===== config.mk =====
export PLATFORM = sky130hd
export DESIGN_NAME = range_to_hue_rgb_color_unit
export DESIGN_NICKNAME = d
export VERILOG_FILES = /design/src/hdl/rhrgb_pkg.sv /design/src/hdl/rhrgb_front.sv /design/src/hdl/rhrgb_div_cell.sv /design/src/hdl/rhrgb_hsv.sv /design/src/hdl/range_to_hue_rgb_color_unit.sv
export SDC_FILE = /design/constraint.sdc
export NUM_CORES = 1
export LEC_CHECK = 0
export BUFFER_PORTS_ARGS = -buffer_cell sky130_fd_sc_hd__buf_2
export CAP_MARGIN = 0
export CORE_ASPECT_RATIO = 0.8
export CORE_MARGIN = 1.5
export CORE_UTILIZATION = 64
export CTS_BUF_LIST = sky130_fd_sc_hd__clkbuf_4 sky130_fd_sc_hd__clkbuf_8 sky130_fd_sc_hd__clkbuf_16
export DETAILED_ROUTE_END_ITERATION = 8
export PLACE_DENSITY = 0.93
export SETUP_SLACK_MARGIN = 0.1
export SYNTH_ARGS = -nofsm -noshare
export SYNTH_HDL_FRONTEND = slang
export SYNTH_SLANG_ARGS = --single-unit

===== constraint.sdc =====
create_clock -name i_clk -period 7.2 [get_ports i_clk]
set_clock_uncertainty 0.05 [all_clocks]
set_input_delay 1.44 -clock i_clk [delete_from_list [all_inputs] [get_ports i_clk]]
set_output_delay 1.44 -clock i_clk [all_outputs]
set_load 0.02 [all_outputs]

===== src/hdl/rhrgb_pkg.sv =====
`timescale 1ns / 1ps
`default_nettype none
// ----------------------------------------------------------------------------
// rhrgb_pkg
// Shared types, register indexes, hue sector codes and the helper function of
// the range-to-hue colour unit.
// ----------------------------------------------------------------------------
package rhrgb_pkg;

    // Widths that the field definitions fix.
    localparam int RANGE_W = 12;
    localparam int CHAN_W  = 8;
    localparam int IDX_W   = 2;

    typedef logic [RANGE_W-1:0] t_range;
    typedef logic [CHAN_W-1:0]  t_chan;
    typedef logic [IDX_W-1:0]   t_cfg_idx;

    // Hue is held at most nine bits wide, enough for any span up to 359.
    typedef logic [8:0] t_hue_ext;
    typedef logic [5:0] t_sector_off;
    typedef logic [9:0] t_rem_scaled;
    typedef logic [15:0] t_prod;

    // Configuration register indexes.
    localparam t_cfg_idx CFG_MIN_RANGE = 2'd0;
    localparam t_cfg_idx CFG_MAX_RANGE = 2'd1;
    localparam t_cfg_idx CFG_BRIGHT    = 2'd2;

    localparam t_range CFG_MIN_RESET    = 12'd30;
    localparam t_range CFG_MAX_RESET    = 12'd2500;
    localparam t_chan  CFG_BRIGHT_RESET = 8'd25;

    // Sixty-degree hue sectors.
    typedef logic [2:0] t_region;
    localparam t_region RGN_RED_YEL = 3'd0;
    localparam t_region RGN_YEL_GRN = 3'd1;
    localparam t_region RGN_GRN_CYN = 3'd2;
    localparam t_region RGN_CYN_BLU = 3'd3;
    localparam t_region RGN_BLU_MAG = 3'd4;
    localparam t_region RGN_MAG_RED = 3'd5;

    localparam int SECTOR_DEG  = 60;
    localparam int SECTOR_LAST = 5;

    // Exact floor(x / 255) for any 16-bit x below 65280, where the quotient fits in eight bits.
    function automatic t_chan div255(input t_prod x);
        logic [16:0] s;
        s = 17'(x) + 17'(x >> 8) + 17'd1;
        return s[15:8];
    endfunction

endpackage
`default_nettype wire


===== src/hdl/rhrgb_front.sv =====
`timescale 1ns / 1ps
`default_nettype none
// ----------------------------------------------------------------------------
// rhrgb_front
// Clamps the reading to the configured window and scales the offset by the
// hue span, giving the dividend and divisor for the divider chain.
// ----------------------------------------------------------------------------
module rhrgb_front #(
    parameter int HUE_SPAN = 240,
    parameter int NUM_W    = 21
) (
    input  wire                  i_clk,
    input  wire                  i_rst_n,
    input  wire                  i_valid,
    output logic                 o_ready,
    input  rhrgb_pkg::t_range    i_range,
    input  rhrgb_pkg::t_range    i_min,
    input  rhrgb_pkg::t_range    i_max,
    output logic                 o_valid,
    input  wire                  i_ready,
    output logic [NUM_W-1:0]     o_num,
    output rhrgb_pkg::t_range    o_den
);

    logic              r_a_v, r_b_v;
    logic              a_rdy, b_rdy;
    rhrgb_pkg::t_range r_a_diff, r_a_den, r_b_den;
    logic [NUM_W-1:0]  r_b_num;
    rhrgb_pkg::t_range n_diff, n_den, w_lo, w_clamp;
    logic              w_empty;

    assign b_rdy   = !r_b_v || i_ready;
    assign a_rdy   = !r_a_v || b_rdy;
    assign o_ready = a_rdy;
    assign o_valid = r_b_v;
    assign o_num   = r_b_num;
    assign o_den   = r_b_den;

    // An empty or inverted window gives hue zero: a zero dividend over one.
    always_comb begin
        w_lo    = (i_range < i_min) ? i_min : i_range;
        w_clamp = (w_lo > i_max) ? i_max : w_lo;
        w_empty = (i_max <= i_min);
        n_diff  = w_empty ? '0 : w_clamp - i_min;
        n_den   = w_empty ? rhrgb_pkg::t_range'(1) : i_max - i_min;
    end

    always_ff @(posedge i_clk) begin
        if (!i_rst_n) begin
            r_a_v <= 1'b0;
            r_b_v <= 1'b0;
        end else begin
            if (a_rdy) r_a_v <= i_valid;
            if (b_rdy) r_b_v <= r_a_v;
        end
    end

    always_ff @(posedge i_clk) begin
        if (a_rdy && i_valid) begin
            r_a_diff <= n_diff;
            r_a_den  <= n_den;
        end
        if (b_rdy && r_a_v) begin
            r_b_num <= NUM_W'(r_a_diff) * NUM_W'(HUE_SPAN);
            r_b_den <= r_a_den;
        end
    end

endmodule
`default_nettype wire


===== src/hdl/rhrgb_div_cell.sv =====
`timescale 1ns / 1ps
`default_nettype none
// ----------------------------------------------------------------------------
// rhrgb_div_cell
// One cell of the restoring divider chain: resolves a single quotient bit
// and hands the partial remainder on to the next cell.
// ----------------------------------------------------------------------------
module rhrgb_div_cell #(
    parameter int NUM_W = 21,
    parameter int QW    = 9,
    parameter int SHIFT = 0
) (
    input  wire                  i_clk,
    input  wire                  i_rst_n,
    input  wire                  i_valid,
    output logic                 o_ready,
    input  wire  [NUM_W-1:0]     i_rem,
    input  rhrgb_pkg::t_range    i_den,
    input  wire  [QW-1:0]        i_quo,
    output logic                 o_valid,
    input  wire                  i_ready,
    output logic [NUM_W-1:0]     o_rem,
    output rhrgb_pkg::t_range    o_den,
    output logic [QW-1:0]        o_quo
);

    logic              r_v;
    logic [NUM_W-1:0]  r_rem, n_rem, w_trial;
    rhrgb_pkg::t_range r_den;
    logic [QW-1:0]     r_quo, n_quo;
    logic              w_fit;

    assign o_ready = !r_v || i_ready;
    assign o_valid = r_v;
    assign o_rem   = r_rem;
    assign o_den   = r_den;
    assign o_quo   = r_quo;

    always_comb begin
        w_trial = NUM_W'(i_den) << SHIFT;
        w_fit   = (i_rem >= w_trial);
        n_rem   = w_fit ? i_rem - w_trial : i_rem;
        n_quo   = w_fit ? (i_quo | (QW'(1) << SHIFT)) : i_quo;
    end

    always_ff @(posedge i_clk) begin
        if (!i_rst_n) begin
            r_v <= 1'b0;
        end else if (o_ready) begin
            r_v <= i_valid;
        end
    end

    always_ff @(posedge i_clk) begin
        if (o_ready && i_valid) begin
            r_rem <= n_rem;
            r_den <= i_den;
            r_quo <= n_quo;
        end
    end

endmodule
`default_nettype wire


===== src/hdl/rhrgb_hsv.sv =====
`timescale 1ns / 1ps
`default_nettype none
// ----------------------------------------------------------------------------
// rhrgb_hsv
// Integer HSV to RGB conversion at full saturation, three stages: sector
// split, the two intensity products, then scaling and channel selection.
// ----------------------------------------------------------------------------
module rhrgb_hsv #(
    parameter int QW = 8
) (
    input  wire                  i_clk,
    input  wire                  i_rst_n,
    input  wire                  i_valid,
    output logic                 o_ready,
    input  wire  [QW-1:0]        i_hue,
    input  rhrgb_pkg::t_chan     i_bright,
    output logic                 o_valid,
    input  wire                  i_ready,
    output rhrgb_pkg::t_chan     o_red,
    output rhrgb_pkg::t_chan     o_green,
    output rhrgb_pkg::t_chan     o_blue
);

    logic r1_v, r2_v, r3_v;
    logic rdy1, rdy2, rdy3;

    rhrgb_pkg::t_hue_ext    w_hue, w_base;
    rhrgb_pkg::t_region     n_region, r1_region, r2_region;
    rhrgb_pkg::t_sector_off w_off;
    rhrgb_pkg::t_rem_scaled w_scaled;
    rhrgb_pkg::t_chan       n_rem, r1_rem;
    rhrgb_pkg::t_prod       r2_q_prod, r2_t_prod;
    rhrgb_pkg::t_chan       w_q, w_t, w_v;
    rhrgb_pkg::t_chan       n_red, n_green, n_blue;
    rhrgb_pkg::t_chan       r3_red, r3_green, r3_blue;

    assign rdy3    = !r3_v || i_ready;
    assign rdy2    = !r2_v || rdy3;
    assign rdy1    = !r1_v || rdy2;
    assign o_ready = rdy1;
    assign o_valid = r3_v;
    assign o_red   = r3_red;
    assign o_green = r3_green;
    assign o_blue  = r3_blue;

    // Sector number by comparison against the sector starts; the offset in
    // the sector is scaled from 0..59 to 0..250 by 17/4, which is 255/60.
    always_comb begin
        w_hue    = rhrgb_pkg::t_hue_ext'(i_hue);
        n_region = rhrgb_pkg::RGN_RED_YEL;
        w_base   = '0;
        for (int k = 1; k <= rhrgb_pkg::SECTOR_LAST; k++) begin
            if (w_hue >= rhrgb_pkg::t_hue_ext'(rhrgb_pkg::SECTOR_DEG * k)) begin
                n_region = rhrgb_pkg::t_region'(k);
                w_base   = rhrgb_pkg::t_hue_ext'(rhrgb_pkg::SECTOR_DEG * k);
            end
        end
        w_off    = rhrgb_pkg::t_sector_off'(w_hue - w_base);
        w_scaled = rhrgb_pkg::t_rem_scaled'(w_off) * 10'd17;
        n_rem    = rhrgb_pkg::t_chan'(w_scaled >> 2);
    end

    // The trailing value is zero throughout, since saturation is full.
    always_comb begin
        w_v = i_bright;
        w_q = rhrgb_pkg::div255(r2_q_prod);
        w_t = rhrgb_pkg::div255(r2_t_prod);
        unique case (r2_region)
            rhrgb_pkg::RGN_RED_YEL: begin
                n_red = w_v; n_green = w_t; n_blue = '0;
            end
            rhrgb_pkg::RGN_YEL_GRN: begin
                n_red = w_q; n_green = w_v; n_blue = '0;
            end
            rhrgb_pkg::RGN_GRN_CYN: begin
                n_red = '0; n_green = w_v; n_blue = w_t;
            end
            rhrgb_pkg::RGN_CYN_BLU: begin
                n_red = '0; n_green = w_q; n_blue = w_v;
            end
            rhrgb_pkg::RGN_BLU_MAG: begin
                n_red = w_t; n_green = '0; n_blue = w_v;
            end
            default: begin
                n_red = w_v; n_green = '0; n_blue = w_q;
            end
        endcase
    end

    always_ff @(posedge i_clk) begin
        if (!i_rst_n) begin
            r1_v <= 1'b0;
            r2_v <= 1'b0;
            r3_v <= 1'b0;
        end else begin
            if (rdy1) r1_v <= i_valid;
            if (rdy2) r2_v <= r1_v;
            if (rdy3) r3_v <= r2_v;
        end
    end

    always_ff @(posedge i_clk) begin
        if (rdy1 && i_valid) begin
            r1_region <= n_region;
            r1_rem    <= n_rem;
        end
        if (rdy2 && r1_v) begin
            r2_region <= r1_region;
            r2_q_prod <= rhrgb_pkg::t_prod'(i_bright) *
                         rhrgb_pkg::t_prod'(8'hFF - r1_rem);
            r2_t_prod <= rhrgb_pkg::t_prod'(i_bright) * rhrgb_pkg::t_prod'(r1_rem);
        end
        if (rdy3 && r2_v) begin
            r3_red   <= n_red;
            r3_green <= n_green;
            r3_blue  <= n_blue;
        end
    end

endmodule
`default_nettype wire


===== src/hdl/range_to_hue_rgb_color_unit.sv =====
`timescale 1ns / 1ps
`default_nettype none
// ----------------------------------------------------------------------------
// range_to_hue_rgb_color_unit
// Maps a distance reading onto a hue between red and blue and gives the
// matching RGB colour.
// ----------------------------------------------------------------------------
// The unit takes one reading per clock when the output is not stalled and
// gives one colour beat per reading, in order. A reading passes through the
// clamping and scaling stages, one divider cell per quotient bit, and the
// HSV conversion stages. Each stage has its own valid bit and holds its beat
// under back-pressure, so bubbles close up and new readings are taken while a
// finished colour waits. Registers are read by the pipeline while beats are
// in flight; write them only when the unit is empty.
// ----------------------------------------------------------------------------
module range_to_hue_rgb_color_unit #(
    parameter int HUE_SPAN = 240
) (
    input  wire                   i_clk,
    input  wire                   i_rst_n,
    // Input stream.
    input  wire                   i_s_axis_tvalid,
    output logic                  o_s_axis_tready,
    input  wire  [15:0]           i_s_axis_tdata,   // [11:0] range_cm
    // Output stream.
    output logic                  o_m_axis_tvalid,
    input  wire                   i_m_axis_tready,
    output logic [23:0]           o_m_axis_tdata,   // [7:0] red, [15:8] green, [23:16] blue
    // Register writes.
    input  wire                   i_cfg_we,
    input  rhrgb_pkg::t_cfg_idx   i_cfg_idx,
    input  wire  [11:0]           i_cfg_wdata
);

    localparam int QW    = $clog2(HUE_SPAN + 1);
    localparam int NUM_W = rhrgb_pkg::RANGE_W + QW;

    rhrgb_pkg::t_range r_min, r_max;
    rhrgb_pkg::t_chan  r_bright;

    logic              front_v, front_rdy;
    logic [NUM_W-1:0]  front_num;
    rhrgb_pkg::t_range front_den;

    logic              c_v   [QW+1];
    logic              c_rdy [QW+1];
    logic [NUM_W-1:0]  c_rem [QW+1];
    rhrgb_pkg::t_range c_den [QW+1];
    logic [QW-1:0]     c_quo [QW+1];

    rhrgb_pkg::t_chan  red, green, blue;

    always_ff @(posedge i_clk) begin
        if (!i_rst_n) begin
            r_min    <= rhrgb_pkg::CFG_MIN_RESET;
            r_max    <= rhrgb_pkg::CFG_MAX_RESET;
            r_bright <= rhrgb_pkg::CFG_BRIGHT_RESET;
        end else if (i_cfg_we) begin
            unique case (i_cfg_idx)
                rhrgb_pkg::CFG_MIN_RANGE: r_min    <= i_cfg_wdata;
                rhrgb_pkg::CFG_MAX_RANGE: r_max    <= i_cfg_wdata;
                rhrgb_pkg::CFG_BRIGHT:    r_bright <= i_cfg_wdata[7:0];
                default: ;
            endcase
        end
    end

    rhrgb_front #(
        .HUE_SPAN (HUE_SPAN),
        .NUM_W    (NUM_W)
    ) u_front (
        .i_clk    (i_clk),
        .i_rst_n  (i_rst_n),
        .i_valid  (i_s_axis_tvalid),
        .o_ready  (o_s_axis_tready),
        .i_range  (i_s_axis_tdata[11:0]),
        .i_min    (r_min),
        .i_max    (r_max),
        .o_valid  (front_v),
        .i_ready  (front_rdy),
        .o_num    (front_num),
        .o_den    (front_den)
    );

    assign c_v[0]    = front_v;
    assign front_rdy = c_rdy[0];
    assign c_rem[0]  = front_num;
    assign c_den[0]  = front_den;
    assign c_quo[0]  = '0;

    // Quotient bits resolve most significant first, one per cell.
    for (genvar k = 0; k < QW; k++) begin : g_cell
        rhrgb_div_cell #(
            .NUM_W (NUM_W),
            .QW    (QW),
            .SHIFT (QW - 1 - k)
        ) u_cell (
            .i_clk   (i_clk),
            .i_rst_n (i_rst_n),
            .i_valid (c_v[k]),
            .o_ready (c_rdy[k]),
            .i_rem   (c_rem[k]),
            .i_den   (c_den[k]),
            .i_quo   (c_quo[k]),
            .o_valid (c_v[k+1]),
            .i_ready (c_rdy[k+1]),
            .o_rem   (c_rem[k+1]),
            .o_den   (c_den[k+1]),
            .o_quo   (c_quo[k+1])
        );
    end

    rhrgb_hsv #(
        .QW (QW)
    ) u_hsv (
        .i_clk    (i_clk),
        .i_rst_n  (i_rst_n),
        .i_valid  (c_v[QW]),
        .o_ready  (c_rdy[QW]),
        .i_hue    (c_quo[QW]),
        .i_bright (r_bright),
        .o_valid  (o_m_axis_tvalid),
        .i_ready  (i_m_axis_tready),
        .o_red    (red),
        .o_green  (green),
        .o_blue   (blue)
    );

    assign o_m_axis_tdata = {blue, green, red};

endmodule
`default_nettype wire


; ---- Word-level counts from Yosys, hierarchy flattened
; Cells that the tools add are included.
[word_totals]
memories = 0
in_bits = 35
ff_bits = 455
latch_bits = 0
wordCells = 171
output_inout_bits = 26
ram_bits = 0
rom_bits = 0
[classes]
n_eq_ne = 6
order_cmp = 16
n_reduce_logical = 49
div = 0
bitwise_logic = 0
shift = 0
mul = 4
muxes = 22
n_addsub = 15
[ops]
columns = operator, count
row1 = 2-to-1 mux 20 bit, 7
row2 = case mux 8 bit (3 select lines), 3
row3 = "adder 16 x 1 -> 16 bit, second input constant", 2
row4 = adder 16 x 8 -> 16 bit, 2
row5 = 2-to-1 mux 6 bit, 5
row6 = 2-to-1 mux 12 bit, 2
row7 = subtractor 12 bit, 2
row8 = >= comparator 20 x 12 -> 1 bit, 1
row9 = >= comparator 20 x 13 -> 1 bit, 1
row10 = >= comparator 20 x 14 -> 1 bit, 1
row11 = >= comparator 20 x 15 -> 1 bit, 1
row12 = >= comparator 20 x 16 -> 1 bit, 1
row13 = >= comparator 20 x 17 -> 1 bit, 1
row14 = >= comparator 20 x 18 -> 1 bit, 1
row15 = >= comparator 20 x 19 -> 1 bit, 1
row16 = subtractor 20 x 13 -> 20 bit, 1
row17 = subtractor 20 x 14 -> 20 bit, 1
row18 = subtractor 20 x 15 -> 20 bit, 1
row19 = subtractor 20 x 16 -> 20 bit, 1
row20 = subtractor 20 x 17 -> 20 bit, 1
row21 = subtractor 20 x 18 -> 20 bit, 1
row22 = subtractor 20 x 19 -> 20 bit, 1
row23 = ">= comparator 8 bit, second input constant", 2
row24 = "multiplier 12 x 4 -> 16 bit, second input constant", 1
row25 = other kinds (26), 71

; ---- Logic depth before layout (Yosys ltp)
; Gate-level depths: netlist of run 1.
[depth]
ltp_word = 15
depth_mapped = 25
depth_no_buf = 24

; ---- Cells and area by module
; A second synthesis of run 1 with hierarchy kept.
[hier_totals]
cells_unflattened = 2832
area_unflattened_um2 = 31545.3
[by_module_without_submodules]
columns = mod, instances, cells_each, seq_area_each_um2, area_each_um2
row1 = rhrgb_hsv, 1, 814, 2162.1, 8002.7
row2 = rhrgb_front, 1, 449, 1601.5, 4698.3
row3 = rhrgb_div_cell (g_cell[5].u_cell), 1, 188, 1221.2, 2232.1
row4 = rhrgb_div_cell (g_cell[7].u_cell), 1, 196, 1221.2, 2225.9
row5 = rhrgb_div_cell (g_cell[4].u_cell), 1, 171, 1221.2, 2205.9
row6 = rhrgb_div_cell (g_cell[3].u_cell), 1, 189, 1221.2, 2198.4
row7 = rhrgb_div_cell (g_cell[6].u_cell), 1, 180, 1221.2, 2198.4
row8 = rhrgb_div_cell (g_cell[0].u_cell), 1, 170, 1221.2, 2177.1
row9 = rhrgb_div_cell (g_cell[2].u_cell), 1, 163, 1221.2, 2167.1
row10 = rhrgb_div_cell (g_cell[1].u_cell), 1, 178, 1221.2, 2129.5
row11 = range_to_hue_rgb_color_unit, 1, 134, 640.6, 1310.0

; ---- Worst setup path after synthesis of run 1
; No wires, ideal clock.
[synth_timing]
path_type = input to register
from = in i_s_axis_tdata[5]
to = reg u_front.r_a_diff[11], data pin
path_buffers = 2
arrival_ps = 6400
path_stages = 24
setup_ps = 266
required_time_ps = 6884
slack_ps = 484
path_cell_list = ha_1 a21o_1 a211oi_1 o21ai_0 a221oi_2 buf_6 mux2_2 ha_1 nor2b_1 o211ai_1 a211o_1 a31oi_1 clkbuf_1 nor2_1 a21oi_1 ha_1 nor2b_1 o21a_1 o21ai_0 a211oi_1 a41o_1 o41ai_1 xnor2_1 nor2_1
[synth_between]
elab_chain_len = 5
[synth_rtl]
columns = element, line_no
row1 = start: declaration, range_to_hue_rgb_color_unit.sv:24  ; input wire [15:0] i_s_axis_tdata,
row2 = less-than comparator 12 bit, rhrgb_front.sv:41  ; w_lo = (i_range < i_min) ? i_min : i_range;
row3 = 2-to-1 mux 12 bit (*), rhrgb_front.sv:41
row4 = greater-than comparator 12 bit, rhrgb_front.sv:42  ; w_clamp = (w_lo > i_max) ? i_max : w_lo;
row5 = 2-to-1 mux 12 bit (*), rhrgb_front.sv:42
row6 = subtractor 12 bit (*), rhrgb_front.sv:44  ; n_diff = w_empty ? '0 : w_clamp - i_min;
row7 = end signal: assignment, rhrgb_front.sv:60  ; r_a_diff <= n_diff;
row8 = end: declaration, rhrgb_front.sv:27  ; rhrgb_pkg::t_range r_a_diff, r_a_den, r_b_den;
; Every way passes the cells marked *; elsewhere a longest branch is shown, timed or not.
; A chain may end at the register's enable or synchronous reset.

; ---- Final worst setup path of run 1
[layout_timing]
from = in i_s_axis_tdata[1]
to = reg u_front.r_a_diff[11], data pin
; Same word-level chain as after synthesis.

==> metrics, run 1 <==
share of final-layout standard cells stronger than drive strength 1=9.06%; Setup Viol. Count Final=0; clock root buffer=sky130_fd_sc_hd__clkbuf_16; DRC Markers=0; critical path class=in2reg; antenna violations before repair=1; portion of the post-synthesis area used by sequential elements=43.8%; Routability Congestion=0.945; number of buffers inserted by port buffering=56; number of instances resized during post-cts repair=0; area growth from synthesis to final layout=8.59%; startpoint of the lowest-slack hold path=g_cell[5].u_cell.o_quo[4]; average size of a mapped cell=10.8 sq um; startpoint of the most critical register-to-register path=r_min[1]; floorplan die width=231 um; number of distinct standard cells referenced by the synthesized netlist=85; worst setup slack after layout=0.555 ns; Via density=6.12; net count after synthesis=2,865; kind of end point of the critical path=flop; worst reg2reg endpoint=u_front.r_a_diff[11]; Hold Buf Count CTS=0; I/O pin count=61; total detailed-routing wirelength=61,000 um; number of H-tree levels=2; run status=finished clean; number of cells on the worst hold path=0; min-delay worst type=reg2reg; number of hold violations in the final report=0; maximum number of pins on one net before global-route repair=46; number of warnings reported in the yosys synthesis log=0; Total Negative Setup Slacks=0 ns; die height=186 um; maximum VDD drop=0.000664 V; clock tree from TritonCTS=yes; min cycle time layout=6.64 ns; Final #Nets=2,918; post-synthesis sequential element count=405; global-route wire length before repair=98,500 um; Worst Setup Start Kind=input pin; number of antenna diodes=0; Final Cycle Share=92.3%; Worst Setup Slack post-DPL=0.145 ns; count of vias placed by the detailed router=19,000; total design power=7.24 mW; HPWL after DPL=44,600 um; area of the mapped netlist=0.0267 sq mm; count of max-cap constraint violations=0; Gate Count Post-Synth=2,473; most instantiated flip-flop cell in the synthesis netlist=sky130_fd_sc_hd__edfxtp_1; post-CTS setup-driven buffer insertion count=0; Tightest Pin Transition=1.26 ns; Total Die Area=0.0430 sq mm; row cnt=66; clk sink count=405; Critical Path AT=6.91 ns; proportion of synthesized flip-flops having asynchronous set or reset=0%; data required time of the critical path=7.47 ns; Iter 0 DRT Violations=1,712; via count of the first global-routing pass=19,700; total power per unit cell area=249 mW/mm^2; Clock Pin Slew Worst Setup and Hold Paths=0.06 ns; global routing usage summed across all routing layers=28.7%; final antenna-violating net count=0; core area=0.0409 sq mm; number of buffers added by the clock tree synthesis step=43; average detailed-routed wire length per instance=19.6 um; worst hold slack across all endpoints=0.355 ns; RSZ-0062 raised after global routing=no; Initial Utilization=65.4%; reg2reg setup slack=0.96 ns; number of iterations in the first detailed-routing pass=5; P_leak=12.1 nW; terminating pin of the worst hold path=g_cell[6].u_cell.o_quo[4]; path depth of the worst reg2reg path=22; largest driver fanout on the critical path=20; Overflow after GRT=0; Peak Freq=0.150 GHz; Fillers=2,649; Max Transition Viols Final=0; maximum clock insertion buffer count=3; remaining max-slew budget at the tightest pin=15.5%; clock insertion delay at the later pin of the skew report=0.56 ns; number of enable-type register cells in the synthesized netlist=360
[kinds of logic (layout without fill, tap and decap cells)]
logic type	count (synthesis)	after routing	share of synthesized area, %
AO/OA/AOI/OAI	463	463	11.5
flip-flops	405	405	43.8
XOR/XNOR	148	148	4.85
adder cells (fa/ha/maj)	358	358	19.7
AND/OR/NAND/NOR	709	709	13.2
multiplexers	51	51	2.08
buffers and inverters	339	427	4.91
[Yosys cell counts (55+ instances only)]
library cell,n,share of area [%]
sky130_fd_sc_hd__inv_1,276,3.9
sky130_fd_sc_hd__nor2_1,175,2.5
sky130_fd_sc_hd__xor2_1,69,2.3
sky130_fd_sc_hd__nor3_1,55,1.0
sky130_fd_sc_hd__o21ai_0,90,1.7
sky130_fd_sc_hd__a21oi_1,139,2.6
sky130_fd_sc_hd__nand2_1,168,2.4
sky130_fd_sc_hd__edfxtp_1,360,40
sky130_fd_sc_hd__fa_1,104,7.8
sky130_fd_sc_hd__ha_1,253,12
sky130_fd_sc_hd__xnor2_1,79,2.6
sky130_fd_sc_hd__nand2b_1,58,1.4
sky130_fd_sc_hd__nor2b_1,86,2.0
[worst max-delay path, stage by stage]
cell                        delay (ns)
sky130_fd_sc_hd__buf_2            0.12
sky130_fd_sc_hd__ha_1             0.28
sky130_fd_sc_hd__a2111oi_0        0.43
sky130_fd_sc_hd__o21ai_0          0.23
sky130_fd_sc_hd__a221oi_2         0.30
sky130_fd_sc_hd__buf_4            0.25
sky130_fd_sc_hd__mux2_1           0.38
sky130_fd_sc_hd__ha_1             0.33
sky130_fd_sc_hd__nand4_1          0.16
sky130_fd_sc_hd__a211o_1          0.30
sky130_fd_sc_hd__a31oi_1          0.38
sky130_fd_sc_hd__buf_4            0.31
sky130_fd_sc_hd__nor2_1           0.07
sky130_fd_sc_hd__a21oi_1          0.14
sky130_fd_sc_hd__ha_1             0.29
sky130_fd_sc_hd__o21a_1           0.14
sky130_fd_sc_hd__o21ai_0          0.35
sky130_fd_sc_hd__a211oi_1         0.17
sky130_fd_sc_hd__a41o_1           0.30
sky130_fd_sc_hd__o41ai_1          0.33
sky130_fd_sc_hd__xnor2_1          0.17
sky130_fd_sc_hd__nor2_1           0.05
[worst max path at each step]
| stage | start | end | slack [ns] | cells past startpoint |
|---|---|---|---|---|
| 5_1_grt | i_s_axis_tdata[1] | u_front.r_a_diff[11] | 0.21 | 22 |
| 3_5_place_dp | i_s_axis_tdata[1] | u_front.r_a_diff[11] | 0.15 | 22 |
| 4_1_cts | i_s_axis_tdata[1] | u_front.r_a_diff[11] | 0.70 | 22 |
| 6_report | i_s_axis_tdata[1] | u_front.r_a_diff[11] | 0.56 | 22 |
| 3_3_place_gp | i_s_axis_tdata[1] | u_front.r_a_diff[11] | 0.27 | 22 |
| 2_1_floorplan | i_s_axis_tdata[5] | u_front.r_a_diff[11] | 0.48 | 24 |
[per-layer routing]
metal,vias up,part of all wire (%),global-route usage [%]
met4,2,3.3,10.6
met2,857,49,50.0
met3,193,8.1,5.38
li1,8796,-,-
met1,9170,39,35.9
met5,-,0.031,0
[state kept, by name, summed over array words and instances, names as in the netlist]
register	count
u_hsv.r2_t_prod	16
u_front.r_a_diff	12
u_hsv.o_blue	8
u_hsv.o_red	8
u_hsv.r1_v	1
u_hsv.o_valid	1
g_cell.u_cell.o_valid	8
r_min	12
g_cell.u_cell.o_den	84
u_front.r_a_den	12
g_cell.u_cell.o_rem	118
r_max	12
u_hsv.r2_region	3
u_front.o_den	12
u_front.r_a_v	1
u_front.o_valid	1
g_cell.u_cell.o_quo	36
u_front.o_num	16
u_hsv.r2_q_prod	16
u_hsv.r2_v	1
r_bright	8
u_hsv.r1_rem	8
u_hsv.r1_region	3
u_hsv.o_green	8
[cells in the final DEF (no fill, tap or decap), types with 55 or more instances in the layout]
| master | netlist | routed |
|---|---|---|
| sky130_fd_sc_hd__xor2_1 | 69 | 69 |
| sky130_fd_sc_hd__o21ai_0 | 90 | 90 |
| sky130_fd_sc_hd__nor3_1 | 55 | 55 |
| sky130_fd_sc_hd__fa_1 | 104 | 104 |
| sky130_fd_sc_hd__a21oi_1 | 139 | 139 |
| sky130_fd_sc_hd__nor2b_1 | 86 | 79 |
| sky130_fd_sc_hd__buf_2 | 6 | 56 |
| sky130_fd_sc_hd__nand2_1 | 168 | 168 |
| sky130_fd_sc_hd__inv_1 | 276 | 276 |
| sky130_fd_sc_hd__nand2b_1 | 58 | 58 |
| sky130_fd_sc_hd__ha_1 | 253 | 253 |
| sky130_fd_sc_hd__xnor2_1 | 79 | 79 |
| sky130_fd_sc_hd__nor2_1 | 175 | 175 |
| sky130_fd_sc_hd__edfxtp_1 | 360 | 360 |
[report_power, final]
| part | switching, mW | internal (mW) | leakage, nW |
|---|---|---|---|
| clock | 0.950 | 1.32 | 0.727 |
| sequential | 0.108 | 2.79 | 3.62 |
| combinational | 1.17 | 0.898 | 7.74 |
[through the flow]
stage / instances / area [sq um] / utilization, %
final: 3105 / 29000 / 71.0
after global routing: 3105 / 29000 / 71.0
after CTS: 3105 / 29000 / 71.0
after detailed placement: 3025 / 27600 / 67.5
after global placement: 3025 / 27600 / 67.5
after floorplan: 2473 / 26700 / -
[layout make-up]
| type | instances | area (sq um) | share of cell area, % |
|---|---|---|---|
| sequential | 405 | 11700 | 40.3 |
| timing repair buffer | 70 | 385 | 1.33 |
| clock inverter | 22 | 214 | 0.737 |
| tap | 544 | 681 | 2.34 |
| inverter | 277 | 1040 | 3.58 |
| multi-input combinational | 1729 | 13800 | 47.4 |
| clock buffer | 58 | 1230 | 4.25 |
Note: power is estimated with default switching activity, not from simulation.
==> run 2: changes to the inputs <==
--- a/config.mk
+++ b/config.mk
@@ -13,6 +13,7 @@
 export CTS_BUF_LIST = sky130_fd_sc_hd__clkbuf_4 sky130_fd_sc_hd__clkbuf_8 sky130_fd_sc_hd__clkbuf_16
 export DETAILED_ROUTE_END_ITERATION = 8
 export PLACE_DENSITY = 0.93
+export RECOVER_POWER = 100
 export SETUP_SLACK_MARGIN = 0.1
 export SYNTH_ARGS = -nofsm -noshare
 export SYNTH_HDL_FRONTEND = slang
==> metrics, run 2 (synthesis gave the netlist of run 1 again) <==
run status=finished with violations; violations in the final reports=max-capacitance violations, max-slew violations; antenna violations before repair=1; power share of the sequential group=40.1%; slowest CP cell=sky130_fd_sc_hd__a2111oi_0; Tightest Pin Transition=5.39 ns; Max Transition Viols Final=389; reg2reg setup slack=0.91 ns; global routing usage summed across all routing layers=28.7%; Clock Pin Slew Worst Setup and Hold Paths=0.06 ns; maximum clock insertion buffer count=3; worst setup path startpoint=i_s_axis_tdata[1]; largest driver fanout on the critical path=20; I/O pin count=61; Iter 0 DRT Violations=1,625; most used cells in the layout excluding fill and tap cells=360 x sky130_fd_sc_hd__edfxtp_1, 277 x sky130_fd_sc_hd__inv_1, 253 x sky130_fd_sc_hd__ha_1, 176 x sky130_fd_sc_hd__nor2_1, 168 x sky130_fd_sc_hd__nand2_1; critical path class=in2reg; last element of the critical path=u_front.r_a_diff[11]; portion of total power attributed to the clock network=31.4%; Peak Freq=0.150 GHz; data required time of the critical path=7.44 ns; total detailed-routing wirelength=61,100 um; Placed Instance Area=0.0276 sq mm; clk sink count=405; number of instances resized during post-cts repair=0; via count of the first global-routing pass=19,700; P_leak=12.0 nW; Initial Utilization=65.4%; row cnt=66; total power per unit cell area=251 mW/mm^2; Overflow after GRT=0; count of vias placed by the detailed router=19,000; number of flip-flops under the largest register name=118; Total Negative Setup Slacks=0 ns; Via density=6.13; RSZ-0062 raised after global routing=no; switching share of power=30.8%; path depth of the worst reg2reg path=22; min-delay worst type=reg2reg; number of iterations in the first detailed-routing pass=6; area growth from synthesis to final layout=8.02%; core area=0.0409 sq mm; Final Cycle Share=92.7%; clock root buffer=sky130_fd_sc_hd__clkbuf_16; total stage count of the critical path=22; number of buffers added by the clock tree synthesis step=43; DRC Markers=0; worst hold slack across all endpoints=0.358 ns; Hold Buf Count CTS=0; number of cells on the worst hold path=0; cell chain of the critical path=clkbuf_1 > ha_1 > a2111oi_0 > o21ai_0 > a221oi_2 > buf_4 > mux2_1 > ha_1 > nand4_1 > a211o_1 > a31oi_1 > buf_4 > nor2_1 > a21oi_1 > ha_1 > o21a_1 > o21ai_0 > a211oi_1 > a41o_1 > o41ai_1 > xnor2_1 > nor2_1; remaining max-slew budget at the tightest pin=-262%; die height=186 um; Worst Setup Slack post-DPL=0.145 ns; number of hold violations in the final report=0; clock insertion delay at the later pin of the skew report=0.56 ns; count of max-cap constraint violations=12; kind of end point of the critical path=flop; share of final-layout standard cells stronger than drive strength 1=6.87%; Most common cell on crit path=sky130_fd_sc_hd__ha_1; final cell area excluding filler cells=0.0289 sq mm; average detailed-routed wire length per instance=19.7 um; number of antenna diodes=0; Critical Path AT=6.91 ns; Largest delay share family, worst path=compound AO/OA/AOI/OAI gates; HPWL after DPL=44,600 um; Worst Setup Start Kind=input pin; startpoint of the most critical register-to-register path=r_min[1]; Routability Congestion=0.945; min cycle time layout=6.68 ns; maximum number of pins on one net before global-route repair=46; share of total power in combinational logic=28.6%; post-CTS setup-driven buffer insertion count=0; global-route wire length before repair=98,500 um; maximum VDD drop=0.000672 V; number of H-tree levels=2; floorplan die width=231 um; Setup Viol. Count Final=0; buffering stage count on the worst path with inverters included=3; Total Die Area=0.0430 sq mm; final core occ=70.6%; crit-path max cell delay=0.43 ns; number of buffers inserted by port buffering=56; worst setup slack after layout=0.523 ns; Cell Int Power=5.01 mW; clock tree from TritonCTS=yes; Final #Nets=2,918; worst reg2reg endpoint=u_front.r_a_diff[11]; switching component of the power=2.23 mW; final antenna-violating net count=0; most frequent standard cell in the layout excluding fill and tap cells=sky130_fd_sc_hd__edfxtp_1
run 2: power groups by stage:
| stage | Combinational (mW) | Clock, mW | Sequential, mW |
|---|---|---|---|
| after global placement | 1.85 | 0 | 2.94 |
| after detailed placement | 2.00 | 0 | 2.95 |
| after CTS | 2.03 | 2.29 | 2.90 |
| final | 2.07 | 2.27 | 2.90 |
| after floorplan | 1.58 | 0 | 2.91 |
| after global routing | 2.28 | 2.38 | 2.91 |
run 2: layout make-up:
type                    count  area (sq um)
flip-flops and latches    405         11700
inverters                 277          1040
multi-input cells        1729         13700
repair buffers             70           320
well taps                 544           681
clock inverters            22           214
fillers                  2693         12000
clock buffers              58          1230
run 2: routing by layer:
| layer | GRT usage, % | part of all wire (%) | up-vias |
|---|---|---|---|
| met4 | 10.6 | 3.3 | 2 |
| li1 | - | - | 8804 |
| met5 | 0 | 0.025 | - |
| met1 | 35.9 | 39 | 9160 |
| met2 | 50.0 | 49 | 887 |
| met3 | 5.38 | 8.4 | 183 |
run 2: worst min path at each step:
stage,startpoint,slack [ns],end
detailed placement,g_cell[6].u_cell.o_quo[7],0.35,g_cell[7].u_cell.o_quo[7]
global placement,g_cell[6].u_cell.o_quo[4],0.35,g_cell[7].u_cell.o_quo[4]
finish,g_cell[5].u_cell.o_quo[4],0.36,g_cell[6].u_cell.o_quo[4]
CTS,g_cell[5].u_cell.o_quo[4],0.36,g_cell[6].u_cell.o_quo[4]
floorplan,g_cell[0].u_cell.o_quo[7],0.35,g_cell[1].u_cell.o_quo[7]
global route,u_front.r_a_den[2],0.37,u_front.o_den[2]
run 2: metrics by stage:
step / total power [mW] / std cells
6_report: 7.24 / 3105
5_1_grt: 7.57 / 3105
2_1_floorplan: 4.49 / 2473
3_5_place_dp: 4.95 / 3025
4_1_cts: 7.22 / 3105
3_3_place_gp: 4.79 / 3025
run 2: worst reg2reg max path: cells and delay by family (launching register included):
family / cells / cell delay, ns
xor+xnor: 1 / 0.17
buf+inv: 3 / 0.74
flops: 1 / 0.40
simple gates: 3 / 0.30
compound gates: 11 / 3.08
fa+ha+maj: 3 / 0.91
mux: 1 / 0.38
